--- src/rtl/core/qn_square.sv ---
// per-component front end: sign, magnitude and registered square
// depends on no other module
module qn_square #(
    parameter int COMPONENT_WIDTH = 16
) (
    input  logic                           clk,
    input  logic                           adv,
    input  logic [COMPONENT_WIDTH-1:0]     comp,
    output logic                           neg,
    output logic [2*COMPONENT_WIDTH-2:0]   sq
);

    localparam int CW = COMPONENT_WIDTH;

    logic            neg_next;
    logic [CW-1:0]   mag;
    logic [2*CW-1:0] prod;
    logic            neg_reg;
    logic [2*CW-2:0] sq_reg;

    // most negative code keeps its face value: magnitude 2^(cw-1) still fits unsigned
    assign neg_next = comp[CW-1];
    assign mag      = neg_next ? (~comp + CW'(1)) : comp;
    assign prod     = mag * mag;

    always_ff @(posedge clk)
    begin
        if (adv)
        begin
            neg_reg <= neg_next;
            sq_reg  <= prod[2*CW-2:0];
        end
    end

    assign neg = neg_reg;
    assign sq  = sq_reg;

endmodule

--- config.mk ---
export PLATFORM = sky130hd
export DESIGN_NAME = qn_square
export DESIGN_NICKNAME = d
export VERILOG_FILES = /design/src/rtl/core/qn_square.sv
export SDC_FILE = /design/constraint.sdc
export NUM_CORES = 1
export LEC_CHECK = 0
export ABC_CLOCK_PERIOD_IN_PS = 12550
export BUFFER_PORTS_ARGS = -buffer_cell sky130_fd_sc_hd__buf_4
export CAP_MARGIN = 40
export CORE_MARGIN = 2
export CORE_UTILIZATION = 65
export DETAILED_ROUTE_END_ITERATION = 7
export GPL_TIMING_DRIVEN = 1
export HOLD_SLACK_MARGIN = 0.02
export PLACE_DENSITY = 0.84
export SLEW_MARGIN = 20
export SYNTH_ARGS = -nofsm -noshare
export SYNTH_HDL_FRONTEND = slang
export SYNTH_SLANG_ARGS = --single-unit
export TNS_END_PERCENT = 30
--- constraint.sdc ---
create_clock -name clk -period 12.55 [get_ports clk]
set_input_delay 0.6275 -clock clk [delete_from_list [all_inputs] [get_ports clk]]
set_output_delay 0.6275 -clock clk [all_outputs]
set_load 0.1 [all_outputs]
== Word level (Yosys, flattened, before mapping) ==
Cells that the tools add are included.
Widths: inputs -> output; s select.

* Bitwise logic cells: 1
* Divide/modulo/power cells: 0
* Shifts and indexed selects: 0
* Order comparisons: 0
* Equality and inequality tests: 0
* Multiplexer cells: 1
* $mul: 1
* Reductions and logical operators: 0
* $add $sub $neg: 1

{| class="wikitable"
|+ Operators with widths
! operator !! count
|-
| $mul 16x16->31 || 1
|-
| $add 16x1->16 const B || 1
|-
| $mux 16 || 1
|-
| $not 16->16 || 1
|}

* Bits of input ports: 18
* Logic and storage cells: 6
* Bits in read-only memories: 0
* Memories kept: 0
* Register bits after elaboration: 32
* Memory bits (writable): 0
* Bits in latches: 0

== Longest topological paths before layout ==
Gate-level depths: netlist of the first run.

* Depth in word-level cells: 4
* Mapped depth: 30
* Mapped depth without buffers: 29

== Worst setup path before layout of the first run ==
OpenSTA, ideal clock, no wires.

* Path type: input-to-reg
* Start point: in comp[0]
* End point: reg sq_reg[28] (netlist: sq[28]), data pin
* Slack: 5,025 ps
* Cell stages on the path: 28
* Arrival time: 7,263 ps
* Required time: 12,288 ps
* Cells stage by stage: inv_1 -> clkbuf_1 -> ha_1 -> nand3_4 -> o31ai_1 -> xnor2_1 -> clkbuf_1 -> inv_1 -> nor2_1 -> fa_1 -> inv_1 -> fa_1 -> inv_1 -> fa_1 -> fa_1 -> fa_1 -> inv_1 -> fa_1 -> inv_1 -> ha_1 -> a21oi_1 -> o21ai_0 -> o22ai_1 -> nand3_1 -> a31oi_1 -> o21ai_0 -> o31ai_1 -> xnor2_1

* Word-level cells in the longest chain between the ends: 4

{| class="wikitable"
|+ Ends and longest elaborated chain
! what !! line !! source
|-
| start: declaration || 8 || <nowiki>input logic [COMPONENT_WIDTH-1:0] comp,</nowiki>
|-
| $not 16->16 || 23 || <nowiki>assign mag = neg_next ? (~comp + CW'(1)) : comp;</nowiki>
|-
| $add 16x1->16 || 23 ||
|-
| $mux 16 * || 23 ||
|-
| $mul 16x16->31 * || 24 || <nowiki>assign prod = mag * mag;</nowiki>
|-
| net prod[28] || 17 || <nowiki>logic [2*CW-1:0] prod;</nowiki>
|-
| end signal: assignment || 31 || <nowiki>sq_reg <= prod[2*CW-2:0];</nowiki>
|-
| end: declaration || 19 || <nowiki>logic [2*CW-2:0] sq_reg;</nowiki>
|}

Mark *: on every way through the listed nets, which the timed path passes. The rest lies on a longest branch.
A chain may end at the register's enable or synchronous reset.

== Worst setup path after layout of the first run ==
Ends and elaborated chain as after synthesis.

==> flow_metrics.env, run 1 <==
export IMPL_worst_pin_slew_ps=919
export IMPL_pin_count=50
export IMPL_final_setup_tns_ps=0
export IMPL_finalSetupViolCount=0
export IMPL_slew_headroom_pct=38.3
export IMPL_hold_buffers=0
export IMPL_start_util_pct=67.2
export IMPL_rows=40
export IMPL_drtPass1Iterations=5
export IMPL_place_ws_ps=4070
export IMPL_endpoint_kind="flip-flop"
export IMPL_cts_resized_gates=0
export IMPL_antenna_found_initial=0
export IMPL_cts_sinks=31
export IMPL_synth_most_common_cell="inv_1"
export IMPL_synthCells=850
export IMPL_slew_viol_final=0
export IMPL_fp_dieH_um=116
export IMPL_final_setup_worst_slack_ps=4110
export IMPL_drc=0
export IMPL_fmax_mhz=119
export IMPL_ys_seq_area_share_pct=11.4
export IMPL_diodes=0
export IMPL_synth_compound_area_share_pct=6.81
export IMPL_dp_hpwl_mm=15.6
export IMPL_routed_wl_mm=18.0
export IMPL_grt_max_degree=32
export IMPL_nFillCells=889
export IMPL_synth_area_leaders="fa_1 (40%), ha_1 (15%), edfxtp_1 (11%)"
export IMPL_maxCapViolations=0
export IMPL_cts_buffer_depth=2
export IMPL_cts_setup_buffers=0
export IMPL_arrival_ps=8460
export IMPL_syn_area_um2=8140
export IMPL_synth_common_cells="inv_1 (221), fa_1 (163), ha_1 (95)"
export IMPL_area_delta_synth_final_pct=9.18
export IMPL_yosysTopAreaCellShare_pct=40.1
export IMPL_grt_pass1_vias=6412
export IMPL_cp_max_fo=16
export IMPL_largest_register_ffs=30
export IMPL_placed_area_um2=8740
export IMPL_htree_levels=2
export IMPL_cts_buffers=5
export IMPL_crit_type="input port to flip-flop"
export IMPL_async_flop_share_pct=0
export IMPL_synth_simple_area_share_pct=10.2
export IMPL_status="completed"
export IMPL_post_route_period_util_pct=67.2
export IMPL_final_cell_area_um2=8880
export IMPL_muxShareOfSynthArea_pct=0
export IMPL_synth_top_family_by_area="adder cells"
export IMPL_yosysUniqueCellTypes=51
export IMPL_rsz0062_at_grt="false"
export IMPL_synthFlopType="edfxtp_1"
export IMPL_cts_tree="yes"
export IMPL_root_buffer="clkbuf_16"
export IMPL_nets=1186
export IMPL_grt_pass1_wl_mm=30.2
export IMPL_routed_via_density=5.40
export IMPL_route_vias_total=5825
export IMPL_cts_clk_slew_worst_paths_ps=50
export IMPL_globalRouteOverflowTotal=0
export IMPL_initialDrtViolationCount=321
export IMPL_synth_top_area_cell="fa_1"
export IMPL_cp_start_kind="input port"
export IMPL_gp_congestion=0.996
export IMPL_synth_fa_ha_area_share_pct=54.7
export IMPL_avgRoutedWirePerCell_um=16.6
export IMPL_finalCriticalPeriod_ps=8440
export IMPL_synth_xor_xnor_area_share_pct=5.60
export IMPL_synth_warnings=0
export IMPL_hp_class="input port to flip-flop"
export IMPL_ant_nets=0
export IMPL_fp_coreArea_um2=12100
export IMPL_die_x_um=116
export IMPL_syn_area_per_cell_um2=9.57
export IMPL_finalHoldViolCount=0
export IMPL_die_area_um2=13400
export IMPL_critPathRequiredTime_ps=12570
export IMPL_portBuffers=48
export IMPL_synth_seq_cells=31
export IMPL_grtUsageTotal_pct=29.4
export IMPL_drive_gt1_share_pct=8.23
export IMPL_synth_enable_flop_cells=31
cell families (layout without fill, tap and decap cells):
kind of cell,after synthesis,in the layout
AO/OA/AOI/OAI,83,83
other,2,12
XOR/XNOR,49,49
buffers and inverters,239,290
AND/OR/NAND/NOR,188,188
flip-flops,31,31
adder cells (fa/ha/maj),258,258
worst max-delay path, cell delays in order:
cell and delay (ps):
buf_4 120, inv_1 210, ha_1 350, nand3_4 120, o21ai_0 120, xnor2_1 740
clkinv_1 570, nor2_1 350, ha_1 300, xnor2_1 150, fa_1 490, inv_1 60
fa_1 520, fa_1 440, fa_1 570, inv_1 60, fa_1 520, inv_1 40
ha_1 350, a21oi_1 200, o21ai_0 140, o22ai_1 180, nand3_1 160, a31oi_1 420
o21ai_0 240, o31ai_1 280, xnor2_1 100
routing by layer:
layer	vias up	GRT usage (%)	part of all wire [%]
met3	43	3.82	5.8
met5	-	0	0
li1	2698	-	-
met1	2874	36.9	38
met4	0	9.44	3.5
met2	210	53.1	52
through the flow:
stage               std cells  utilization (%)  hold slack, ps
floorplan                 860                -             726
global placement         1068             72.0             866
detailed placement       1071             72.2             873
CTS                      1079             73.3             588
global route             1079             73.3             589
finish                   1079             73.3             589
layout make-up:
| class | instances | area [um^2] | share of cell area, % |
|---|---|---|---|
| Tap cell | 168 | 210 | 2.37 |
| Clock inverter | 2 | 12.5 | 0.141 |
| Sequential cell | 31 | 931 | 10.5 |
| Timing Repair Buffer | 55 | 408 | 4.59 |
| Clock buffer | 6 | 129 | 1.45 |
| Inverter | 227 | 855 | 9.62 |
| Multi-Input combinational cell | 590 | 6340 | 71.3 |
final timing paths:
| path | slack, ps | from | depth (start not counted) | to |
|---|---|---|---|---|
| setup / recovery | 4110 | comp[0] | 27 | sq[28]$_DFFE_PP_ |
| hold / removal | 590 | comp[0] | 1 | sq[0]$_DFFE_PP_ |
cells in the final DEF, fill, tap and decap left out, types with 6 or more instances in the layout:
cell type,n
edfxtp_1,31
o21ai_0,15
a21o_1,15
nand2_1,82
nand3_1,6
ha_1,95
a21oi_1,24
nand2b_1,7
xnor2_1,31
fa_1,163
nor3_1,6
xor2_1,16
nor2_1,66
inv_1,221
conb_1,12
buf_4,53
Power of run 1 is not shown: default switching activity piles up to over one toggle a cycle in this logic, so the estimate is an artifact.
==> inputs of run 2 (changes only) <==
ABC_AREA = 1   (was default)
ABC_CLOCK_PERIOD_IN_PS = 8200   (was 12550)
clock period = 8.2 ns   (was 12.55 ns; I/O delays follow)
==> run 2 against run 1 <==
  * Area after synthesis increased by 9.7%
  * Design area grew 8.5%
  * Non-clock buffer count is 4 lower
  * Count of clock-buffer cells in the layout shrank 1
  * Global-route usage up 2.5 points
  * Sequential share of layout area down 0.82 points
  * Hold slack worse by 210 ps
  * Sequential cell count did not move
  * Synthesized cell count is 30% higher
  * Highest routed layer unchanged
==> flow_metrics.env, run 2 <==
export IMPL_status="completed"
export IMPL_syn_area_per_cell_um2=8.07
export IMPL_met3_usage_pct=4.04
export IMPL_cts_resized_gates=0
export IMPL_hold_buffers=0
export IMPL_gp_congestion=0.970
export IMPL_arrival_ps=6770
export IMPL_maxCapViolations=0
export IMPL_globalRouteOverflowTotal=0
export IMPL_grt_max_degree=32
export IMPL_fp_dieH_um=121
export IMPL_syn_area_um2=8920
export IMPL_drtPass1Iterations=6
export IMPL_routed_via_density=5.37
export IMPL_antenna_found_initial=0
export IMPL_synth_common_cells="inv_1 (299), nand2_1 (232), fa_1 (163)"
export IMPL_ant_nets=0
export IMPL_synth_enable_flop_cells=31
export IMPL_finalSetupViolCount=0
export IMPL_cts_clk_slew_worst_paths_ps=60
export IMPL_grt_pass1_wl_mm=36.2
export IMPL_hold_path_startpoint="comp[0]"
export IMPL_portBuffers=48
export IMPL_multiInputGateArea_um2=6760
export IMPL_register_area_um2=931
export IMPL_final_setup_tns_ps=0
export IMPL_final_common_cell="inv_1"
export IMPL_root_buffer="clkbuf_16"
export IMPL_cp_max_fo=14
export IMPL_nFillCells=1064
export IMPL_synthFlopType="edfxtp_1"
export IMPL_largest_register_ffs=30
export IMPL_cpLargestDelayFamily="adder cells"
export IMPL_pin_count=50
export IMPL_htree_levels=2
export IMPL_holdPathEnd="sq[0]$_DFFE_PP_"
export IMPL_synth_seq_cells=31
export IMPL_holdPathStages=1
export IMPL_rows=42
export IMPL_grt_pass1_vias=7810
export IMPL_grtUsageTotal_pct=31.9
export IMPL_cts_buffer_depth=2
export IMPL_grt_busiest_layer="met2"
export IMPL_diodes=0
export IMPL_initialDrtViolationCount=635
export IMPL_avgRoutedWirePerCell_um=16.0
export IMPL_synthCells=1105
export IMPL_dp_cells=1327
export IMPL_route_vias_total=7165
export IMPL_cp_start_kind="input port"
export IMPL_fmax_mhz=148
export IMPL_async_flop_share_pct=0
export IMPL_synth_most_common_cell="inv_1"
export IMPL_die_x_um=121
export IMPL_path_buf_inv=7
export IMPL_final_cell_area_um2=9640
export IMPL_cp_common_cell="fa_1"
export IMPL_routed_wl_mm=21.4
export IMPL_finalCriticalPeriod_ps=6740
export IMPL_die_area_um2=14700
export IMPL_synth_top_area_cell="fa_1"
export IMPL_yosysUniqueCellTypes=38
export IMPL_start_util_pct=66.8
export IMPL_fp_coreArea_um2=13300
export IMPL_mostFrequentLayoutCells="inv_1 (299), nand2_1 (232), fa_1 (163), nor2_1 (102), ha_1 (95)"
export IMPL_cp_slowest_cell="fa_1"
export IMPL_synth_warnings=0
export IMPL_slew_viol_final=0
export IMPL_synth_area_leaders="fa_1 (37%), ha_1 (13%), inv_1 (13%)"
export IMPL_post_route_period_util_pct=82.3
export IMPL_nets=1434
export IMPL_cts_tree="yes"
export IMPL_grt_use_met1_pct=39.2
export IMPL_instances_no_fill=1335
export IMPL_rsz0062_at_grt="false"
export IMPL_placed_area_um2=9470
export IMPL_cpPeakStageDelay_ps=540
export IMPL_hp_class="input port to flip-flop"
export IMPL_grtUsageMet2_pct=57.4
export IMPL_yosysTopAreaCellShare_pct=36.6
export IMPL_cts_sinks=31
export IMPL_crit_type="input port to flip-flop"
export IMPL_area_delta_synth_final_pct=8.01
export IMPL_finalHoldViolCount=0
export IMPL_ys_seq_area_share_pct=10.4
export IMPL_worst_pin_slew_ps=709
export IMPL_endpoint_kind="flip-flop"
export IMPL_drive_gt1_share_pct=7.77
export IMPL_critPathRequiredTime_ps=8230
export IMPL_drc=0
export IMPL_cts_buffers=5
export IMPL_cts_setup_buffers=0
export IMPL_holdWs_ps=376
export IMPL_dp_hpwl_mm=18.2
export IMPL_slew_headroom_pct=52.6
## run 2: cell count changes in the layout (fill, tap and decap cells not counted), sizes merged, moves of 6 or more
cell    previous run  this run
nand4              3        10
nand2             83       237
xnor2             31         5
o31ai              6         0
nand3              8        39
a21o              15         2
xor2              18        24
inv              222       311
nor2              67       107
nand2b             7         0
## run 2: cell families after synthesis
kind of cell	Yosys count	share of synthesized area, %
flops	31	10.4
xor+xnor	29	3.35
compound gates	53	3.49
buf+inv	327	14.2
simple gates	405	18.6
fa+ha+maj	258	49.9
other cells	2	0.0842
## run 2: worst max-delay path by stage
stage                                   to    start  cells past startpoint
final                     sq[21]$_DFFE_PP_  comp[1]                     27
after global routing      sq[21]$_DFFE_PP_  comp[1]                     27
after CTS                 sq[21]$_DFFE_PP_  comp[1]                     27
after detailed placement  sq[21]$_DFFE_PP_  comp[1]                     27
after global placement    sq[28]$_DFFE_PP_  comp[1]                     28
after floorplan           sq[21]$_DFFE_PP_  comp[0]                     26
## run 2: area by class of cell
class                   instances  share of cell area [%]
clock buffers                   5                    1.30
clock inverters                 3                   0.403
inverters                     312                    12.2
multi-input cells             757                    70.2
flip-flops and latches         31                    9.66
well taps                     176                    2.29
repair buffers                 51                    3.97
## run 2: stage by stage
step	setup WS [ps]	util (%)
after floorplan	1820	-
final	1460	72.2
after global routing	1120	72.2
after detailed placement	1280	71.0
after global placement	1410	71.0
after CTS	1560	72.2
## run 2: routing by layer
| layer | wire length (um) | share of wire, % |
|---|---|---|
| met5 | 0 | 0 |
| met4 | 830 | 3.9 |
| met3 | 1390 | 6.5 |
| met2 | 11000 | 51 |
| met1 | 8230 | 38 |
Power of run 2 is left out for the same reason.
==> inputs of run 3 (changes only) <==
ABC_CLOCK_PERIOD_IN_PS = 6400   (was 8200)
clock period = 6.4 ns   (was 8.2 ns; I/O delays follow)
==> run 3 against run 2 <==
  * The flow now finishes with violations (DRC)
  * Design area grew 4.1%
  * Non-clock buffer count grew 47
  * Die area is the same
  * Wire length is the same
  * Hold slack lost 120 ps
  * Final cell count grew 3.5%
  * Critical path depth grew 1
  * Count of clock-buffer cells in the layout grew 1
==> flow_metrics.env, run 3 (synthesis results as in run 2) <==
export IMPL_status="complete, but fails checks"
export IMPL_violations="DRC"
export IMPL_grt_max_degree=32
export IMPL_holdWs_ps=251
export IMPL_instances_no_fill=1382
export IMPL_final_setup_tns_ps=0
export IMPL_endpoint_kind="flip-flop"
export IMPL_dp_cells=1371
export IMPL_nFillCells=1009
export IMPL_drive_gt1_share_pct=12.5
export IMPL_antenna_found_initial=0
export IMPL_fp_dieH_um=121
export IMPL_finalCriticalPeriod_ps=6150
export IMPL_largest_register_ffs=30
export IMPL_fp_coreArea_um2=13300
export IMPL_grtUsageTotal_pct=31.7
export IMPL_htree_levels=2
export IMPL_fmax_mhz=162
export IMPL_final_common_cell="inv_1"
export IMPL_finalSetupViolCount=0
export IMPL_nets=1481
export IMPL_pin_count=50
export IMPL_ant_nets=0
export IMPL_hold_buffers=0
export IMPL_die_x_um=121
export IMPL_finalHoldViolCount=0
export IMPL_die_area_um2=14700
export IMPL_diodes=0
export IMPL_start_util_pct=66.8
export IMPL_grt_pass1_wl_mm=36.1
export IMPL_grt_pass1_vias=7973
export IMPL_cts_clk_slew_worst_paths_ps=70
export IMPL_cts_tree="yes"
export IMPL_routed_wl_mm=21.4
export IMPL_critPathRequiredTime_ps=6420
export IMPL_routed_via_density=5.32
export IMPL_drtPass1Iterations=8
export IMPL_rsz0062_at_grt="true"
export IMPL_portBuffers=48
export IMPL_maxCapViolations=0
export IMPL_cts_sinks=31
export IMPL_slew_viol_final=0
export IMPL_cts_buffer_depth=2
export IMPL_avgRoutedWirePerCell_um=15.5
export IMPL_post_route_period_util_pct=96.2
export IMPL_drc=1
export IMPL_cts_buffers=5
export IMPL_rows=42
export IMPL_globalRouteOverflowTotal=0
export IMPL_dp_hpwl_mm=18.2
export IMPL_initialDrtViolationCount=604
export IMPL_crit_type="input port to flip-flop"
export IMPL_cp_max_fo=7
export IMPL_hp_class="input port to flip-flop"
export IMPL_route_vias_total=7353
export IMPL_gp_congestion=1.01
export IMPL_area_delta_synth_final_pct=12.4
export IMPL_root_buffer="clkbuf_16"
export IMPL_arrival_ps=6180
export IMPL_mostFrequentLayoutCells="inv_1 (298), nand2_1 (229), fa_1 (163), buf_4 (98), nor2_1 (96)"
export IMPL_cp_start_kind="input port"
-- run 3: final timing paths --
path	from	depth (start not counted)	slack (ps)	endpoint
worst max-delay path	comp[0]	28	250	sq[21]$_DFFE_PP_
worst min-delay path	comp[0]	1	250	sq[0]$_DFFE_PP_
-- run 3: layout make-up --
| type | count | area (um^2) | share of cell area, % |
|---|---|---|---|
| multi-input cells | 757 | 6830 | 68.1 |
| flip-flops and latches | 31 | 931 | 9.28 |
| clock inverters | 2 | 12.5 | 0.125 |
| clock buffers | 6 | 129 | 1.29 |
| inverters | 312 | 1170 | 11.7 |
| repair buffers | 98 | 736 | 7.34 |
| well taps | 176 | 220 | 2.20 |
-- run 3: what timing repair did --
action                                 4_1_cts  5_1_grt
endpoints found under the hold margin        0        0
resized for setup                            0       19
setup buffers                                0        3
setup endpoints to repair                    0       18
-- run 3: metrics by stage --
| stage | cell area, um^2 | util [%] | worst slack, ps |
|---|---|---|---|
| CTS | 9940 | 74.5 | 149 |
| global route | 10000 | 75.1 | -55.6 |
| global placement | 9800 | 73.4 | -15.8 |
| detailed placement | 9800 | 73.4 | -117 |
| finish | 10000 | 75.1 | 246 |
| floorplan | 8960 | - | 106 |
-- run 3: layer usage --
metal	global-route usage [%]	routed length (um)	vias to the layer above
met5	0	0	-
met4	14.9	1020	0
met3	5.22	1490	82
met2	57.5	11100	308
met1	36.4	7780	3522
li1	-	-	3441
-- run 3: critical path, stage by stage --
cell and delay [ps]:
buf_4 120, clkinv_1 80, ha_1 240, nand3_2 150
nand2_2 90, xor2_1 160, buf_4 170, inv_1 210
nor2_1 100, buf_4 150, fa_1 520, inv_1 50
fa_1 470, inv_1 60, fa_1 450, fa_1 520
fa_1 500, inv_1 60, fa_1 540, inv_1 40
ha_1 320, nand2_1 130, nor2_2 200, inv_1 60
nor2_1 180, nand4_1 120, nand3_1 120, xor2_1 70
Power of run 3 is left out for the same reason.
